$ cat config.mk
export PLATFORM = sky130hd
export DESIGN_NAME = vvnu_sqrt_cell
export DESIGN_NICKNAME = d
export VERILOG_FILES = /design/src/hdl/vvnu_pkg.sv /design/src/hdl/vvnu_sqrt_cell.sv
export SDC_FILE = /design/constraint.sdc
export NUM_CORES = 1
export LEC_CHECK = 0
export BUFFER_PORTS_ARGS = -buffer_cell sky130_fd_sc_hd__clkbuf_2
export CORE_ASPECT_RATIO = 0.9
export CORE_MARGIN = 1.5
export CORE_UTILIZATION = 50
export CTS_CLUSTER_DIAMETER = 120
export DETAILED_ROUTE_END_ITERATION = 7
export GPL_TIMING_DRIVEN = 0
export PLACE_DENSITY = 0.77
export SLEW_MARGIN = 25
export SYNTH_ARGS = -nofsm -noshare
export SYNTH_HDL_FRONTEND = slang
export SYNTH_SLANG_ARGS = --single-unit
$ cat constraint.sdc
create_clock -name clk_i -period 10.4 [get_ports clk_i]
set_input_delay 2.08 -clock clk_i [delete_from_list [all_inputs] [get_ports clk_i]]
set_output_delay 2.08 -clock clk_i [all_outputs]
set_load 0.05 [all_outputs]
$ cat src/hdl/vvnu_pkg.sv
// Package for the Vicsek vectorial-noise particle update block.
// Holds widths, register indexes and the structs that travel along the cell chains.
// No dependencies.
`timescale 1ns / 1ps
package vvnu_pkg;

  localparam int FRAC_BITS      = 16;
  localparam int MAX_NEIGHBOURS = 64;

  // Datapath widths
  localparam int CNT_W   = 7;
  localparam int T_W     = 24;   // noise_strength * count
  localparam int NPROD_W = 43;   // noise * t
  localparam int VX_W    = 27;   // noisy sum, signed
  localparam int MAG_W   = 26;   // magnitude of noisy sum
  localparam int SQ_W    = 53;   // sum of squares
  localparam int SCL_W   = 62;   // normalised square for the root
  localparam int HALF_W  = 5;
  localparam int LEN_W   = 31;   // root result
  localparam int NUM_W   = 73;   // division numerator
  localparam int Q_W     = 17;   // quotient bits
  localparam int POS_W   = 26;
  localparam int HEAD_W  = 18;
  localparam int SPD_W   = 19;
  localparam int BOX_W   = 27;
  localparam int NS_W    = 17;
  localparam int SPROD_W = 38;   // speed * heading

  localparam int NORM_STEPS = 5;
  localparam int SQRT_CELLS = 31;
  localparam int DIV_CELLS  = Q_W;
  localparam int PIPE_DEPTH = 6 + NORM_STEPS + SQRT_CELLS + 1 + DIV_CELLS + 3;

  typedef enum logic [1:0] {
    REG_NOISE_STRENGTH = 2'd0,
    REG_SPEED          = 2'd1,
    REG_BOX_WIDTH      = 2'd2,
    REG_BOX_HEIGHT     = 2'd3
  } reg_idx_e;

  // Per-particle data that rides alongside the arithmetic
  typedef struct packed {
    logic              zero;
    logic              neg_x;
    logic              neg_y;
    logic [MAG_W-1:0]  mag_x;
    logic [MAG_W-1:0]  mag_y;
    logic [POS_W-1:0]  pos_x;
    logic [POS_W-1:0]  pos_y;
    logic [HALF_W-1:0] half;
  } side_t;

  typedef struct packed {
    logic [SCL_W-1:0] scaled;
    side_t            side;
  } norm_t;

  typedef struct packed {
    logic [SCL_W-1:0] n;
    logic [SCL_W-1:0] r;
    side_t            side;
  } sqrt_t;

  typedef struct packed {
    logic [LEN_W-1:0] len;
    logic [LEN_W-1:0] rem_x;
    logic [LEN_W-1:0] rem_y;
    logic [Q_W-1:0]   num_x;
    logic [Q_W-1:0]   num_y;
    logic [Q_W-1:0]   quo_x;
    logic [Q_W-1:0]   quo_y;
    side_t            side;
  } div_t;

endpackage

$ cat src/hdl/vvnu_sqrt_cell.sv
// One step of the restoring integer square root, registered.
// Depends on vvnu_pkg.
`timescale 1ns / 1ps
module vvnu_sqrt_cell import vvnu_pkg::*; (
  input  logic              clk_i,
  input  logic              en_i,
  input  logic [HALF_W-1:0] step_i,
  input  sqrt_t             d_i,
  output sqrt_t             q_o
);

  logic [SCL_W-1:0] bit_w;
  logic [SCL_W-1:0] trial;
  sqrt_t            cell_d;
  sqrt_t            cell_q;

  // trial subtract of r + b, b = 4^step
  always_comb begin
    bit_w  = SCL_W'(1) << {step_i, 1'b0};
    trial  = d_i.r + bit_w;
    cell_d = d_i;
    if (d_i.n >= trial) begin
      cell_d.n = d_i.n - trial;
      cell_d.r = (d_i.r >> 1) + bit_w;
    end else begin
      cell_d.r = d_i.r >> 1;
    end
  end

  always_ff @(posedge clk_i) begin
    if (en_i) begin
      cell_q <= cell_d;
    end
  end

  assign q_o = cell_q;

endmodule

==> results by group <==
GRT
  – Vias in the first global route: 16,234
  – Largest net degree at the start of global routing: 67
  – Routing usage on met3: 0.05872
  – Global route overflow: 0
  – Layer with the highest usage: met2
  – Grt met2 use: 0.5551
  – GRT Util Overall: 0.3475
  – First-pass GRT wire length: 95,610 µm
  – Antenna violations before repair: 1
  – GR Util met1: 0.4669

Min path
  – Hold worst-path end: q_o[43]$_DFFE_PP_
  – Worst hold start: d_i[43]
  – Hold crit path type: in -> reg
  – Hold Path Stages: 1

Logic synthesis
  – Yosys warns: 0
  – Synthesized flop and latch total: 236
  – Post-synth top flop: edfxtp_1
  – Netlist cell types: 90
  – Synth Cell Area: 0.01739 mm²
  – EDFF count, synth: 236
  – Leading area contributor after synthesis: edfxtp_1
  – Top cell type's share of synthesized area: 0.4075
  – Top area cells in the synthesized netlist: edfxtp_1 41%, ha_1 7.6%, xnor2_1 4.8%, xor2_1 4.6%, o21ai_0 4.6%
  – Syn nets: 2,205
  – Synthesized area per cell: 9.374 µm²
  – Cells after synthesis: 1,855
  – Seq/Total Area, Yosys: 0.4075
  – Async SR Flop Fraction: 0

Timing
  – Min Tclk post-route: 10.00 ns
  – Fin. max-slew vios: 0
  – Peak Freq: 99.97 MHz
  – Crit share post-route: 0.9618
  – Final Setup Violations: 0
  – Final TNS setup: 0 ns
  – Rel. slew slack: 0.4431
  – Final hold vios: 0
  – RSZ-0062 raised after global routing: false
  – Least-Margin Pin Slew: 0.8353 ns

Clock tree
  – Max clock buf depth: 3
  – CTS tree: done
  – Clk slew on worst S/H paths: 0.06 ns
  – Root buffer cell: clkbuf_16
  – Hold_buf cts: 0
  – CTS H-tree depth: 1
  – Clk sink count: 236
  – CTS Buf Count: 26
  – # Post-CTS Setup Buffers: 0

Floorplanning
  – Initial Util: 0.5098
  – DIE AREA: 0.03591 mm²
  – I/O pin count: 479
  – DIE HEIGHT: 179.9 µm
  – Die W: 199.6 µm
  – Site row count: 64
  – Core area: 0.03411 mm²

Layout
  – Filler cells: 2,989
  – Final net count: 2,701
  – Commonest non-fill, non-tap cell in the layout: clkbuf_2
  – Register Area: 0.007087 mm²
  – Largest register FFs: 236
  – Share of post-route cells with drive strength above 1: 0.2383
  – P&R area growth vs syn: 22.38%
  – Most frequent cells in the layout: 465 x clkbuf_2, 236 x edfxtp_1, 202 x nand2_1, 159 x o21ai_0, 151 x nor2_1
  – Final design utilization: 0.6238
  – Multi-input logic area: 0.009769 mm²

Place
  – DP Wirelength: 51,570 µm
  – PortBufs: 465
  – Final RePlAce weighted congestion: 0.9493

Status
  – Status: finished clean

Power and ir drop
  – Sequential share of power: 0.367
  – Net Switching: 1.253 mW
  – Peak VDD IR: 0.1206 mV
  – Pint: 2.018 mW
  – Clock share of power: 0.294
  – P_leak: 8.927 nW
  – Gate power share: 0.338
  – Pwr dens: 153.7 mW/mm²
  – Sw frac: 0.3830

Critical path
  – CP Class: in -> reg
  – Slowest-stage cell, CP: clkdlybuf4s15_1
  – Worst Path Max Fanout: 10
  – CP arrival: 10.39 ns
  – Crit path required time: 10.78 ns
  – CP Launch Type: primary input
  – Largest stage delay on the critical path: 0.81 ns
  – Critical Path Sink Type: flop
  – Most Frequent Cell on Critical Path: clkbuf_1

Job
  – Max-Cap Viols: 0

Route
  – WL/cell: 22.63 µm
  – Total wire length: 64,130 µm
  – Pre-antenna DRT Iters: 6
  – Avg Vias per Cell: 6.066
  – Number of DRC markers in iteration 0: 1,638
  – Detail Route Antenna Nets: 0
  – Via count: 17,191
  – Drc violations: 0
critical path: cells and delay by family:
kind | cells | cell delay [ns]
and+or+nand+nor | 5 | 0.93
AOI/OAI and AO/OA | 14 | 3.44
xor gates and xnor gates | 1 | 0.36
buffers and inverters | 6 | 2.86
adders and majority gates | 2 | 0.70
how the worst max path moves through the flow:
| stage | from | end | slack, ns | cells after the start |
|---|---|---|---|---|
| final | step_i[2] | q_o[178]$_DFFE_PP_ | 0.40 | 28 |
| after global routing | step_i[0] | q_o[166]$_DFFE_PP_ | 0.09 | 29 |
| after CTS | step_i[2] | q_o[178]$_DFFE_PP_ | 0.32 | 28 |
| after detailed placement | step_i[2] | q_o[178]$_DFFE_PP_ | -0.23 | 28 |
| after global placement | step_i[2] | q_o[152]$_DFFE_PP_ | -0.16 | 27 |
| after floorplan | step_i[2] | q_o[135]$_DFFE_PP_ | 2.41 | 30 |
area by class of cell:
class / instances / area share
Inverter: 44 / 0.007761
Tap cell: 462 / 0.02716
Timing Repair Buffer: 468 / 0.1137
Clock buffer: 28 / 0.03093
Antenna cell: 1 / 0.0001176
Sequential cell: 236 / 0.3330
Clock inverter: 20 / 0.01047
Buffer: 88 / 0.01782
Multi-Input combinational cell: 1487 / 0.4591
logic make-up after synthesis:
| logic type | after synthesis | share of synthesized area |
|---|---|---|
| AO/OA/AOI/OAI | 577 | 0.2153 |
| flip-flops | 236 | 0.4075 |
| adder cells (fa/ha/maj) | 111 | 0.07972 |
| AND/OR/NAND/NOR | 602 | 0.1661 |
| multiplexers | 10 | 0.006260 |
| buffers and inverters | 132 | 0.03094 |
| XOR/XNOR | 187 | 0.09419 |
through the flow:
| stage | instances | hold WS (ns) | setup slack (ns) | instance area, µm² | power (mW) |
|---|---|---|---|---|---|
| 6_report | 2834 | 1.683 | 0.3968 | 21280 | 3.271 |
| 5_1_grt | 2834 | 1.673 | 0.09419 | 21280 | 3.387 |
| 4_1_cts | 2833 | 1.664 | 0.3249 | 21270 | 3.270 |
| 3_5_place_dp | 2785 | 2.259 | -0.2304 | 20390 | 2.310 |
| 3_3_place_gp | 2782 | 2.257 | -0.1613 | 20290 | 2.308 |
| 2_1_floorplan | 1855 | 2.179 | 2.408 | 17390 | 1.959 |
power by group through the flow:
stage | clock network [mW] | logic, mW | registers [mW]
finish | 0.963 | 1.11 | 1.20
global route | 1.01 | 1.17 | 1.21
CTS | 0.972 | 1.10 | 1.20
detailed placement | 0 | 1.09 | 1.22
global placement | 0 | 1.08 | 1.23
floorplan | 0 | 0.391 | 1.57
cells in the mapped netlist (6+ instances only):
library cell and number:
a211o_1 6, a211oi_1 15, a21boi_0 9, a21o_1 46, a21oi_1 135, a221oi_1 8, a31o_2 8, a31oi_1 37
a41oi_1 7, and2_1 23, and3_1 26, and4_1 9, buf_2 21, clkbuf_1 60, edfxtp_1 236, ha_1 106
inv_1 43, mux2_2 7, nand2_1 202, nand2b_1 24, nand3_1 29, nand3b_1 6, nand4_1 41, nor2_1 151
nor2b_1 15, nor3_1 31, nor4_1 6, o211ai_1 13, o21a_1 7, o21ai_0 159, o21bai_1 30, o22ai_1 8
o31a_1 7, o31ai_1 15, o41ai_1 7, or2_2 7, or3_1 11, xnor2_1 96, xor2_1 91
metal layers:
layer,vias to the layer above,part of all wire,wire length (µm)
li1,7941,-,-
met1,8153,0.41,26220
met2,933,0.45,29120
met3,164,0.091,5812
met4,0,0.047,2983
met5,-,0,0
what timing repair did:
action	CTS	global route
resized for setup	0	3
endpoints found under the setup margin	0	15
hold endpoints to repair	0	0
(Power assumes the default switching activity.)
