[config.mk]
export PLATFORM = sky130hd
export DESIGN_NAME = vvnu_div_cell
export DESIGN_NICKNAME = d
export VERILOG_FILES = /design/src/hdl/vvnu_pkg.sv /design/src/hdl/vvnu_div_cell.sv
export SDC_FILE = /design/constraint.sdc
export NUM_CORES = 1
export LEC_CHECK = 0
export ABC_AREA = 0
export BUFFER_PORTS_ARGS = -buffer_cell sky130_fd_sc_hd__buf_4
export CELL_PAD_IN_SITES_DETAIL_PLACEMENT = 1
export CELL_PAD_IN_SITES_GLOBAL_PLACEMENT = 2
export CORE_MARGIN = 4
export CORE_UTILIZATION = 25
export CTS_CLUSTER_SIZE = 8
export DETAILED_ROUTE_END_ITERATION = 12
export PLACE_DENSITY = 0.74
export SLEW_MARGIN = 40
export SYNTH_ARGS = -nofsm -noshare
export SYNTH_HDL_FRONTEND = slang
export SYNTH_SLANG_ARGS = --single-unit
[constraint.sdc]
create_clock -name clk_i -period 3.7 [get_ports clk_i]
set_input_delay 0.185 -clock clk_i [delete_from_list [all_inputs] [get_ports clk_i]]
set_output_delay 0.185 -clock clk_i [all_outputs]
set_load 0.02 [all_outputs]
[src/hdl/vvnu_pkg.sv]
// Package for the Vicsek vectorial-noise particle update block.
// Holds widths, register indexes and the structs that travel along the cell chains.
// No dependencies.
`timescale 1ns / 1ps
package vvnu_pkg;

  localparam int FRAC_BITS      = 16;
  localparam int MAX_NEIGHBOURS = 64;

  // Datapath widths
  localparam int CNT_W   = 7;
  localparam int T_W     = 24;   // noise_strength * count
  localparam int NPROD_W = 43;   // noise * t
  localparam int VX_W    = 27;   // noisy sum, signed
  localparam int MAG_W   = 26;   // magnitude of noisy sum
  localparam int SQ_W    = 53;   // sum of squares
  localparam int SCL_W   = 62;   // normalised square for the root
  localparam int HALF_W  = 5;
  localparam int LEN_W   = 31;   // root result
  localparam int NUM_W   = 73;   // division numerator
  localparam int Q_W     = 17;   // quotient bits
  localparam int POS_W   = 26;
  localparam int HEAD_W  = 18;
  localparam int SPD_W   = 19;
  localparam int BOX_W   = 27;
  localparam int NS_W    = 17;
  localparam int SPROD_W = 38;   // speed * heading

  localparam int NORM_STEPS = 5;
  localparam int SQRT_CELLS = 31;
  localparam int DIV_CELLS  = Q_W;
  localparam int PIPE_DEPTH = 6 + NORM_STEPS + SQRT_CELLS + 1 + DIV_CELLS + 3;

  typedef enum logic [1:0] {
    REG_NOISE_STRENGTH = 2'd0,
    REG_SPEED          = 2'd1,
    REG_BOX_WIDTH      = 2'd2,
    REG_BOX_HEIGHT     = 2'd3
  } reg_idx_e;

  // Per-particle data that rides alongside the arithmetic
  typedef struct packed {
    logic              zero;
    logic              neg_x;
    logic              neg_y;
    logic [MAG_W-1:0]  mag_x;
    logic [MAG_W-1:0]  mag_y;
    logic [POS_W-1:0]  pos_x;
    logic [POS_W-1:0]  pos_y;
    logic [HALF_W-1:0] half;
  } side_t;

  typedef struct packed {
    logic [SCL_W-1:0] scaled;
    side_t            side;
  } norm_t;

  typedef struct packed {
    logic [SCL_W-1:0] n;
    logic [SCL_W-1:0] r;
    side_t            side;
  } sqrt_t;

  typedef struct packed {
    logic [LEN_W-1:0] len;
    logic [LEN_W-1:0] rem_x;
    logic [LEN_W-1:0] rem_y;
    logic [Q_W-1:0]   num_x;
    logic [Q_W-1:0]   num_y;
    logic [Q_W-1:0]   quo_x;
    logic [Q_W-1:0]   quo_y;
    side_t            side;
  } div_t;

endpackage

[src/hdl/vvnu_div_cell.sv]
// One quotient bit of the restoring division for both heading lanes, registered.
// Depends on vvnu_pkg.
`timescale 1ns / 1ps
module vvnu_div_cell import vvnu_pkg::*; (
  input  logic clk_i,
  input  logic en_i,
  input  div_t d_i,
  output div_t q_o
);

  logic [LEN_W:0] trial_x;
  logic [LEN_W:0] trial_y;
  logic [LEN_W:0] len_ext;
  logic           take_x;
  logic           take_y;
  div_t           cell_d;
  div_t           cell_q;

  // shift in next numerator bit, subtract divisor where it fits
  always_comb begin
    len_ext = {1'b0, d_i.len};
    trial_x = {d_i.rem_x, d_i.num_x[Q_W-1]};
    trial_y = {d_i.rem_y, d_i.num_y[Q_W-1]};
    take_x  = (trial_x >= len_ext);
    take_y  = (trial_y >= len_ext);
    cell_d       = d_i;
    cell_d.num_x = d_i.num_x << 1;
    cell_d.num_y = d_i.num_y << 1;
    cell_d.quo_x = {d_i.quo_x[Q_W-2:0], take_x};
    cell_d.quo_y = {d_i.quo_y[Q_W-2:0], take_y};
    cell_d.rem_x = take_x ? LEN_W'(trial_x - len_ext) : trial_x[LEN_W-1:0];
    cell_d.rem_y = take_y ? LEN_W'(trial_y - len_ext) : trial_y[LEN_W-1:0];
  end

  always_ff @(posedge clk_i) begin
    if (en_i) begin
      cell_q <= cell_d;
    end
  end

  assign q_o = cell_q;

endmodule

==> summary.txt, run 1 <==
STA
  • Max Freq: 307 MHz
  • Post-Route Setup TNS: 0 ps
  • Rel. slew slack: 52.1%
  • Worst-margin pin slew: 718 ps
  • Tmin final: 3250 ps
  • Hold Fails Final Rpt: 0
  • Fin. max-slew vios: 0
  • Final worst path period share: 88.0%
  • Final Hold Slack: 36.6 ps
  • Setup-failing EPs final: 0
  • RSZ-0062 raised after global routing: false

Power
  • Worst VDD drop: 0.290 mV
  • Sequential group share of total power: 40.8%
  • Comb pwr share: 24.8%
  • Switching power: 0.00272 W
  • Pwr dens: 455 nW/um^2
  • Switching Share: 28.8%
  • Internal: 0.00672 W
  • Clock Power Share: 34.4%
  • P_leak: 8.86 nW

Synthesis
  • Post-synthesis adder-cell area fraction: 6.70%
  • Register bit count reported by yosys: 271
  • Largest cells by area after synthesis: edfxtp_1, ha_1, a21oi_1
  • Post-Synth Simple-Gate Area: 7.04%
  • Ys flop type: edfxtp_1
  • Ys async rst share: 0%
  • Post-Syn Area: 12200 um^2
  • XOR/XNOR Fraction of Synth Area: 3.74%
  • Syn Area/Cell: 13.6 um^2
  • Synth warn: 0
  • Most frequent cell after synthesis: edfxtp_1
  • Main combinational cell family by area after synthesis: compound AO/OA/AOI/OAI gates
  • Synth cell types: 65
  • Cells after synthesis: 895
  • Mux cell area share after synthesis: 0.462%
  • Synth Area in Compound Gates: 12.7%
  • Post-synth EDFFs: 271
  • Post-synth top area share: 66.8%
  • Seq/Total Area, Yosys: 66.8%
  • Yosys top cell by area: edfxtp_1
  • Synth top cells by count: edfxtp_1, a21oi_1, nor2_1

Final layout
  • Layout area overhead: 70.4%
  • Final Non-Filler Cells: 2370
  • Largest register FFs: 271
  • Layout cells sized above 1: 35.2%
  • Final net count: 2076

Clock tree
  • Resized Gates After CTS: 0
  • CTS tree: done
  • TritonCTS Buffers: 40
  • Reg clk slew, reported paths: 50 ps
  • Cts hold-fix bufs: 262
  • CTS Buffer Depth: 3
  • # Post-CTS Setup Buffers: 0
  • Clk sinks: 271
  • Clock Tree Root: clkbuf_16
  • # H-tree levels: 2

Global routing
  • Pin count of the biggest net entering global routing: 95
  • All-Layer GR Usage: 20.9%
  • Initial antenna violation count: 17
  • GR Overflow Total: 0
  • First-pass GRT wire length: 81.9 mm
  • Number of global-route vias before repair: 11900

Floorplanning
  • Die Y: 229 um
  • Boundary Pins: 548
  • Number of cell rows: 80
  • Initial Util: 25.4%
  • Die X: 229 um
  • Core area: 47900 um^2
  • Die ar.: 52300 um^2

Route
  • Iteration-0 DRC Markers: 565
  • Drt wl/cell: 24.1 um
  • Initial DRT Pass Iterations: 5
  • Post-route ant nets: 0
  • DRC: 0
  • Via count: 10900
  • Routed WL: 57.1 mm
  • Vias per cell: 4.60

Worst hold path
  • Hold_sp: d_i[206]
  • Hold endpoint: q_o[207]$_DFFE_PP_
  • Hold Path Depth: 3
  • HP Class: in -> reg

Worst setup path
  • Crit path capture type: flip-flop
  • CP Launch Type: input pin
  • Worst Path Arrival: 3530 ps
  • Crit Path Max Fanout: 24
  • CP required: 3980 ps
  • Critical path class: in -> reg

Placed design
  • Dpl hpwl: 41.7 mm
  • GP Congestion: 0.856
  • Port bufs: 543
  • Placed insts: 2048

Run status
  • Outcome: finished, final reports clean

Flow run
  • Number of max-cap violations: 0
cells by family after synthesis:
| group | Yosys count |
|---|---|
| compound gates | 246 |
| xor+xnor | 52 |
| fa+ha+maj | 64 |
| buf+inv | 69 |
| flops | 271 |
| mux | 5 |
| other cells | 1 |
| simple gates | 187 |
final cells by class:
type / count / area [um^2]
timing repair buffer: 819 / 6840
clock inverter: 5 / 37.5
sequential: 271 / 8140
multi-input combinational: 556 / 3740
tap: 615 / 769
clock buffer: 42 / 1010
antenna: 13 / 32.5
inverter: 49 / 186
fill: 5095 / 27200
worst max-delay path, stage by stage:
cell	delay [ps]
dlygate4sd3_1	540
buf_4	120
inv_1	40
ha_1	210
fa_1	420
nor2b_1	140
o21ai_1	90
a21boi_1	190
o21ai_1	210
a221oi_1	290
buf_4	180
o21ai_2	60
o211a_4	180
inv_4	240
buf_4	310
a21oi_1	110
stage by stage:
stage          utilization (%)  total power, W  area (um^2)  worst slack [ps]
6_report                  43.3         0.00944        20700               446
3_5_place_dp              35.6         0.00598        17000               430
3_3_place_gp              35.6         0.00595        17000               457
2_1_floorplan                -         0.00491        12200              1030
5_1_grt                   43.3         0.00985        20700               158
4_1_cts                   43.2         0.00952        20700               435
how the worst max path moves through the flow:
stage	end	startpoint	slack, ps
6_report	q_o[211]$_DFFE_PP_	d_i[179]	450
5_1_grt	q_o[220]$_DFFE_PP_	d_i[179]	160
4_1_cts	q_o[195]$_DFFE_PP_	d_i[162]	440
3_5_place_dp	q_o[211]$_DFFE_PP_	d_i[179]	430
3_3_place_gp	q_o[211]$_DFFE_PP_	d_i[179]	460
2_1_floorplan	q_o[189]$_DFFE_PP_	d_i[162]	1030
layout by cell type (no fill, tap or decap), types with 3 or more instances in the layout:
| cell | count |
|---|---|
| and3_1 | 6 |
| a221oi_1 | 3 |
| o211ai_1 | 4 |
| xor2_1 | 22 |
| buf_4 | 554 |
| mux2_2 | 5 |
| nor2_1 | 63 |
| a211oi_1 | 6 |
| o21ai_0 | 44 |
| nand2_1 | 55 |
| clkbuf_16 | 40 |
| nand2b_1 | 9 |
| diode_2 | 13 |
| o21a_1 | 3 |
| o22ai_1 | 3 |
| nor2b_1 | 12 |
| nand4_1 | 9 |
| nand3_1 | 15 |
| o31ai_1 | 3 |
| a211o_1 | 3 |
| edfxtp_1 | 271 |
| nor3_1 | 6 |
| xnor2_1 | 30 |
| dlygate4sd3_1 | 262 |
| o21bai_1 | 7 |
| o21ai_1 | 7 |
| a31oi_1 | 5 |
| a311oi_1 | 4 |
| ha_1 | 62 |
| a21o_1 | 30 |
| a21oi_1 | 98 |
| and2_1 | 5 |
| inv_1 | 48 |
power by group through the flow:
stage	Clock (W)	Sequential (W)	Combinational, W
3_5_place_dp	0	0.00389	0.00209
6_report	0.00325	0.00385	0.00234
2_1_floorplan	0	0.00428	0.000633
4_1_cts	0.00333	0.00384	0.00235
3_3_place_gp	0	0.00389	0.00207
5_1_grt	0.00348	0.00387	0.00249
per-layer routing:
layer / vias up / wire length (um) / track usage, %
met1: 5327 / 21000 / 22.4
met2: 395 / 29600 / 38.2
met5: - / 51 / 0
li1: 5060 / - / -
met3: 113 / 3430 / 5.22
met4: 8 / 3060 / 10.4
No activity file was read; power rests on OpenSTA's default activity.
==> run 2: changes to the inputs <==
CELL_PAD_IN_SITES_DETAIL_PLACEMENT = 0   (was 1)
CELL_PAD_IN_SITES_GLOBAL_PLACEMENT = 1   (was 2)
PLACE_DENSITY = 0.64   (was 0.74)
==> run 2 against run 1 <==
  * Fmax is 0.37% higher
  * Non-clock buffer count rose by 6
  * Sequential share of layout area decreased by 0.27 points
  * Largest cell class unchanged
==> summary.txt, run 2 (synthesis results as in run 1) <==
Floorplanning
  • Die Y: 229 um (unchanged)
  • Boundary Pins: 548 (unchanged)
  • Die X: 229 um (unchanged)
  • Number of cell rows: 80 (unchanged)
  • Die ar.: 52300 um^2 (unchanged)
  • Initial Util: 25.4% (unchanged)
  • Core area: 47900 um^2 (unchanged)

Route
  • Met3 WL: 3.07 mm (was 3.43 mm)
  • Via count: 10700 (was 10900)
  • Post-route ant nets: 0 (unchanged)
  • DRC: 0 (unchanged)
  • Vias per cell: 4.52 (was 4.60)
  • Top layer in use: met5 (unchanged)
  • Initial DRT Pass Iterations: 5 (unchanged)
  • Iteration-0 DRC Markers: 561 (was 565)
  • Routed WL: 52.0 mm (was 57.1 mm)
  • WL met2: 26.9 mm (was 29.6 mm)
  • WL met1: 20.1 mm (was 21.0 mm)
  • Drt wl/cell: 21.9 um (was 24.1 um)

Worst hold path
  • HP Class: in -> reg (unchanged)
  • Hold Path Depth: 3 (unchanged)

STA
  • Final worst path period share: 87.6% (was 88.0%)
  • Setup-failing EPs final: 0 (unchanged)
  • Final Hold Slack: 34.7 ps (was 36.6 ps)
  • RSZ-0062 raised after global routing: false (unchanged)
  • Max Freq: 308 MHz (was 307 MHz)
  • Fin. max-slew vios: 0 (unchanged)
  • Final WS setup: 458 ps (was 446 ps)
  • Rel. slew slack: 60.7% (was 52.1%)
  • Hold Fails Final Rpt: 0 (unchanged)
  • Tmin final: 3240 ps (was 3250 ps)
  • Post-Route Setup TNS: 0 ps (unchanged)
  • Worst-margin pin slew: 582 ps (was 718 ps)

Global routing
  • Initial antenna violation count: 3 (was 17)
  • GR Overflow Total: 0 (unchanged)
  • Pin count of the biggest net entering global routing: 106 (was 95)
  • Number of global-route vias before repair: 11100 (was 11900)
  • All-Layer GR Usage: 19.0% (was 20.9%)
  • First-pass GRT wire length: 74.7 mm (was 81.9 mm)

Final layout
  • Commonest cells after routing, fill and taps aside: buf_4, edfxtp_1, dlygate4sd3_1 (unchanged)
  • Largest register FFs: 271 (unchanged)
  • Fillers: 4414 (was 5095)
  • Layout area overhead: 71.6% (was 70.4%)
  • Most common cell after layout, fill and taps aside: buf_4 (unchanged)
  • Layout cells sized above 1: 35.3% (was 35.2%)
  • Final net count: 2083 (was 2076)

Flow run
  • Number of max-cap violations: 0 (unchanged)

Clock tree
  • TritonCTS Buffers: 41 (was 40)
  • CTS Buffer Depth: 3 (unchanged)
  • # H-tree levels: 2 (unchanged)
  • Reg clk slew, reported paths: 50 ps (about the same)
  • Clk sinks: 271 (unchanged)
  • # Post-CTS Setup Buffers: 0 (unchanged)
  • CTS tree: done (unchanged)
  • Clock Tree Root: clkbuf_16 (unchanged)

Worst setup path
  • CP Launch Type: input pin (unchanged)
  • Critical path class: in -> reg (unchanged)
  • Worst Path Arrival: 3590 ps (was 3530 ps)
  • Worst-path cell chain: dlygate4sd3_1 > buf_4 > ha_1 > fa_1 > nor2b_1 > o21ai_1 > a21boi_1 > o21ai_1 > o311a_1 > o31ai_4 > a21oi_1 > a22o_1 > o31ai_1 (was dlygate4sd3_1 > buf_4 > inv_1 > ha_1 > fa_1 > nor2b_1 > o21ai_1 > a21boi_1 > o21ai_1 > a221oi_1 > buf_4 > o21ai_2 > o211a_4 > inv_4 > buf_4 > a21oi_1)
  • Most common cell on crit path: o21ai_1 (was buf_4)
  • Critical-path top delay cell: dlygate4sd3_1 (unchanged)
  • Crit path capture type: flip-flop (unchanged)
  • CP required: 4050 ps (was 3980 ps)
  • Crit Path Max Fanout: 5 (was 24)
  • Slowest stage delay, CP: 540 ps (about the same)

Power
  • Switching Share: 28.5% (was 28.8%)
  • Switching power: 0.00273 W (was 0.00272 W)
  • Pwr dens: 458 nW/um^2 (was 455 nW/um^2)
  • Overall Power: 0.00957 W (was 0.00944 W)
  • Worst VDD drop: 0.282 mV (was 0.290 mV)
  • P_leak: 8.94 nW (was 8.86 nW)
  • Comb pwr share: 24.2% (was 24.8%)
  • Sequential group share of total power: 40.1% (was 40.8%)
  • Clock Power Share: 35.7% (was 34.4%)
  • Internal: 0.00684 W (was 0.00672 W)

Run status
  • Outcome: finished, final reports clean (unchanged)

Placed design
  • Port bufs: 543 (unchanged)
  • Dpl hpwl: 39.5 mm (was 41.7 mm)
  • Setup WS pre-CTS: 453 ps (was 430 ps)
  • GP Congestion: 0.847 (was 0.856)
[run 2: path summary, 6_finish.rpt]
| path | slack [ps] | to | startpoint |
|---|---|---|---|
| max | 460 | q_o[237]$_DFFE_PP_ | d_i[242] |
| min | 30 | q_o[235]$_DFFE_PP_ | d_i[234] |
[run 2: per-stage QoR]
stage          util (%)  instances  area [um^2]
3_5_place_dp       35.6       2048        17100
2_1_floorplan         -        896        12200
6_report           43.6       2372        20900
3_3_place_gp       35.6       2048        17100
5_1_grt            43.6       2372        20900
4_1_cts            43.5       2369        20900
[run 2: cell type report]
class / count / area, um^2 / area share [%]
antenna: 2 / 5.00 / 0.0240
clock buffer: 48 / 1070 / 5.14
clock inverter: 6 / 55.1 / 0.264
inverter: 49 / 186 / 0.892
multi-input combinational: 556 / 3740 / 17.9
sequential: 271 / 8140 / 39.0
tap: 615 / 769 / 3.68
timing repair buffer: 825 / 6930 / 33.2
[run 2: power groups by stage]
stage	Combinational (W)	Clock [W]	Sequential, W
floorplan	0.000633	0	0.00428
global placement	0.00206	0	0.00389
detailed placement	0.00207	0	0.00389
CTS	0.00233	0.00353	0.00384
global route	0.00247	0.00366	0.00386
finish	0.00231	0.00342	0.00384
[run 2: per-layer routing]
metal	track usage [%]	up-vias
met4	6.77	2
met1	21.8	5193
met5	0	-
met3	4.10	73
li1	-	5067
met2	34.7	395
[run 2: worst max-delay path, delay by kind of cell]
kind / cells / cell delay [ps]
fa+ha+maj: 2 / 630
compound gates: 8 / 1950
simple gates: 1 / 140
buf+inv: 2 / 690
[run 2: what timing repair did]
item                                    in CTS  in global routing
hold endpoints to repair                   267                  0
resized for setup                            0                  0
hold buffers                               267                  0
endpoints found under the setup margin       0                  0
==> run 3: changes to the inputs <==
ABC_AREA = 1   (was 0)
PLACE_DENSITY = 0.65   (was 0.64)
==> run 3 against run 2 <==
  * Final cell count is 31% higher
  * Clock power is 2% lower
  * Hold slack is essentially flat
  * Sequential cell count stayed put
  * Sequential share of layout area shrank 3.0 points
  * First-iteration DRC count is 8.7% higher
  * Sequential power barely moved
  * Synthesized cell count increased by 68%
  * Total power increased by 0.86%
  * Critical path depth is 3 higher
  * Global-route usage up 1.7 points
  * Critical endpoint is now q_o[206]$_DFFE_PP_
==> summary.txt, run 3 <==
Run status
  • Outcome: finished, final reports clean (unchanged)

Synthesis
  • Post-Syn Area: 13900 um^2 (was 12200 um^2)
  • Cells after synthesis: 1504 (was 895)
  • Most frequent cell after synthesis: nand2_1 (was edfxtp_1)
  • Largest cells by area after synthesis: edfxtp_1, nand2_1, inv_1 (was edfxtp_1, ha_1, a21oi_1)
  • Register bit count reported by yosys: 271 (unchanged)
  • Seq/Total Area, Yosys: 58.7% (was 66.8%)
  • Post-synth EDFFs: 271 (unchanged)
  • Ys async rst share: 0% (unchanged)
  • Post-synth top area share: 58.7% (was 66.8%)
  • Synth top cells by count: nand2_1, inv_1, edfxtp_1 (was edfxtp_1, a21oi_1, nor2_1)
  • Synth cell types: 27 (was 65)
  • Synth warn: 0 (unchanged)
  • Syn Area/Cell: 9.22 um^2 (was 13.6 um^2)
  • Ys flop type: edfxtp_1 (unchanged)
  • Yosys top cell by area: edfxtp_1 (unchanged)

Route
  • Via count: 13200 (was 10700)
  • Routed WL: 63.3 mm (was 52.0 mm)
  • Iteration-0 DRC Markers: 610 (was 561)
  • Drt wl/cell: 20.4 um (was 21.9 um)
  • Vias per cell: 4.26 (was 4.52)
  • Initial DRT Pass Iterations: 5 (unchanged)
  • DRC: 0 (unchanged)
  • Post-route ant nets: 0 (unchanged)

STA
  • Post-Route Setup TNS: 0 ps (unchanged)
  • Rel. slew slack: 45.1% (was 60.7%)
  • Tmin final: 2750 ps (was 3240 ps)
  • Max Freq: 363 MHz (was 308 MHz)
  • Hold Fails Final Rpt: 0 (unchanged)
  • Final Hold Slack: 35.1 ps (was 34.7 ps)
  • Setup-failing EPs final: 0 (unchanged)
  • RSZ-0062 raised after global routing: false (unchanged)
  • Worst-margin pin slew: 824 ps (was 582 ps)
  • Fin. max-slew vios: 0 (unchanged)
  • Final worst path period share: 74.4% (was 87.6%)

Worst hold path
  • HP Class: in -> reg (unchanged)

Power
  • P_leak: 11.0 nW (was 8.94 nW)
  • Sequential group share of total power: 39.9% (was 40.1%)
  • Switching Share: 30.1% (was 28.5%)
  • Internal: 0.00674 W (was 0.00684 W)
  • Worst VDD drop: 0.271 mV (was 0.282 mV)
  • Pwr dens: 426 nW/um^2 (was 458 nW/um^2)
  • Comb pwr share: 25.5% (was 24.2%)
  • Clock Power Share: 34.7% (was 35.7%)
  • Switching power: 0.00290 W (was 0.00273 W)

Final layout
  • Fillers: 5359 (was 4414)
  • Largest register FFs: 271 (unchanged)
  • Commonest cells after routing, fill and taps aside: nand2_1, buf_4, inv_1 (was buf_4, edfxtp_1, dlygate4sd3_1)
  • Final net count: 2686 (was 2083)
  • Layout area overhead: 63.2% (was 71.6%)
  • Layout cells sized above 1: 26.2% (was 35.3%)
  • Final Util: 41.1% (was 43.6%)
  • Most common cell after layout, fill and taps aside: nand2_1 (was buf_4)

Clock tree
  • Clk sinks: 271 (unchanged)
  • Clock Tree Root: clkbuf_16 (unchanged)
  • TritonCTS Buffers: 40 (was 41)
  • Reg clk slew, reported paths: 50 ps (about the same)
  • # Post-CTS Setup Buffers: 0 (unchanged)
  • # H-tree levels: 2 (unchanged)
  • CTS tree: done (unchanged)
  • CTS Buffer Depth: 3 (unchanged)

Global routing
  • GR Overflow Total: 0 (unchanged)
  • Number of global-route vias before repair: 13700 (was 11100)
  • First-pass GRT wire length: 90.6 mm (was 74.7 mm)
  • Pin count of the biggest net entering global routing: 95 (was 106)
  • Initial antenna violation count: 11 (was 3)
  • All-Layer GR Usage: 20.6% (was 19.0%)

Floorplanning
  • Initial Util: 25.2% (was 25.4%)
  • Boundary Pins: 548 (unchanged)
  • Number of cell rows: 86 (was 80)
  • Die X: 243 um (was 229 um)
  • Core area: 55000 um^2 (was 47900 um^2)
  • Die ar.: 59300 um^2 (was 52300 um^2)
  • Die Y: 243 um (was 229 um)

Placed design
  • Dpl hpwl: 50.4 mm (was 39.5 mm)
  • GP Congestion: 0.917 (was 0.847)
  • Port bufs: 543 (unchanged)

Worst setup path
  • CP Launch Type: input pin (unchanged)
  • Crit path capture type: flip-flop (unchanged)
  • Crit Path Max Fanout: 29 (was 5)
  • Worst Path Arrival: 3050 ps (was 3590 ps)
  • CP required: 4000 ps (was 4050 ps)
  • Critical path class: in -> reg (unchanged)

Flow run
  • Number of max-cap violations: 0 (unchanged)
## run 3: cell types whose count changed after synthesis, moves of 12 or more
cell | before | now
nor2b_1 | 12 | 0
nor2_1 | 63 | 78
o21ai_0 | 44 | 6
nand2_1 | 55 | 586
xnor2_1 | 30 | 0
nand3_1 | 15 | 86
inv_1 | 48 | 272
a21o_1 | 30 | 0
a21oi_1 | 98 | 34
## run 3: layout make-up
cell class | instances | area, um^2 | share of cell area (%)
diodes | 5 | 12.5 | 0.0553
repair buffers | 814 | 6820 | 30.1
clock inverters | 4 | 48.8 | 0.216
inverters | 280 | 1050 | 4.65
well taps | 748 | 936 | 4.14
multi-input cells | 940 | 4580 | 20.2
clock buffers | 45 | 1040 | 4.60
flip-flops and latches | 271 | 8140 | 36.0
## run 3: logic make-up after synthesis
logic type	synth area share (%)
buffers and inverters	8.30
and+or+nand+nor	23.5
DFF	58.7
other	0.0271
AOI/OAI and AO/OA	1.77
xor gates and xnor gates	1.77
adders and majority gates	5.88
## run 3: timing repair
| action | 4_1_cts | 5_1_grt |
|---|---|---|
| hold buffers | 265 | 0 |
| endpoints found under the hold margin | 265 | 0 |
| gates resized for setup | 0 | 0 |
## run 3: worst paths after layout
path	from	endpoint	slack (ps)	cells after the start
max	d_i[242]	q_o[206]$_DFFE_PP_	950	16
min	d_i[179]	q_o[211]$_DFFE_PP_	40	3
## run 3: metal layers
metal  global-route usage [%]  routed length (um)  vias up  part of all wire (%)
met1                     22.5               23700     6215                    37
met5                        0                  70        -                  0.11
met2                     39.0               33400      444                    53
li1                         -                   -     6465                     -
met4                     7.89                2540       12                   4.0
met3                     4.27                3640      101                   5.7
## run 3: metrics by stage
step	power (W)	instance area [um^2]	worst slack (ps)	std cells
final	0.00965	22600	949	3107
after global routing	0.0101	22600	732	3106
after CTS	0.00981	22600	981	3102
after detailed placement	0.00613	18900	939	2788
after global placement	0.00612	18900	939	2788
after floorplan	0.00499	13900	1640	1505
## run 3: power groups by stage
stage | logic (W) | registers (W) | clock network [W]
2_1_floorplan | 0.000728 | 0.00426 | 0
3_3_place_gp | 0.00222 | 0.00390 | 0
3_5_place_dp | 0.00223 | 0.00390 | 0
4_1_cts | 0.00249 | 0.00385 | 0.00347
5_1_grt | 0.00267 | 0.00387 | 0.00359
6_report | 0.00246 | 0.00385 | 0.00334
## run 3: worst max-delay path: stages
cell and delay, ps:
dlygate4sd3_1 530, buf_4 160, ha_1 210, fa_1 370, inv_1 140, nand2_1 90
nand2_1 90, nand3_1 80, nand2_1 190, nand2_1 100, nand3_1 110, nand2_1 90
nand2_4 220, inv_2 280, nand2_1 130, nand2_1 50
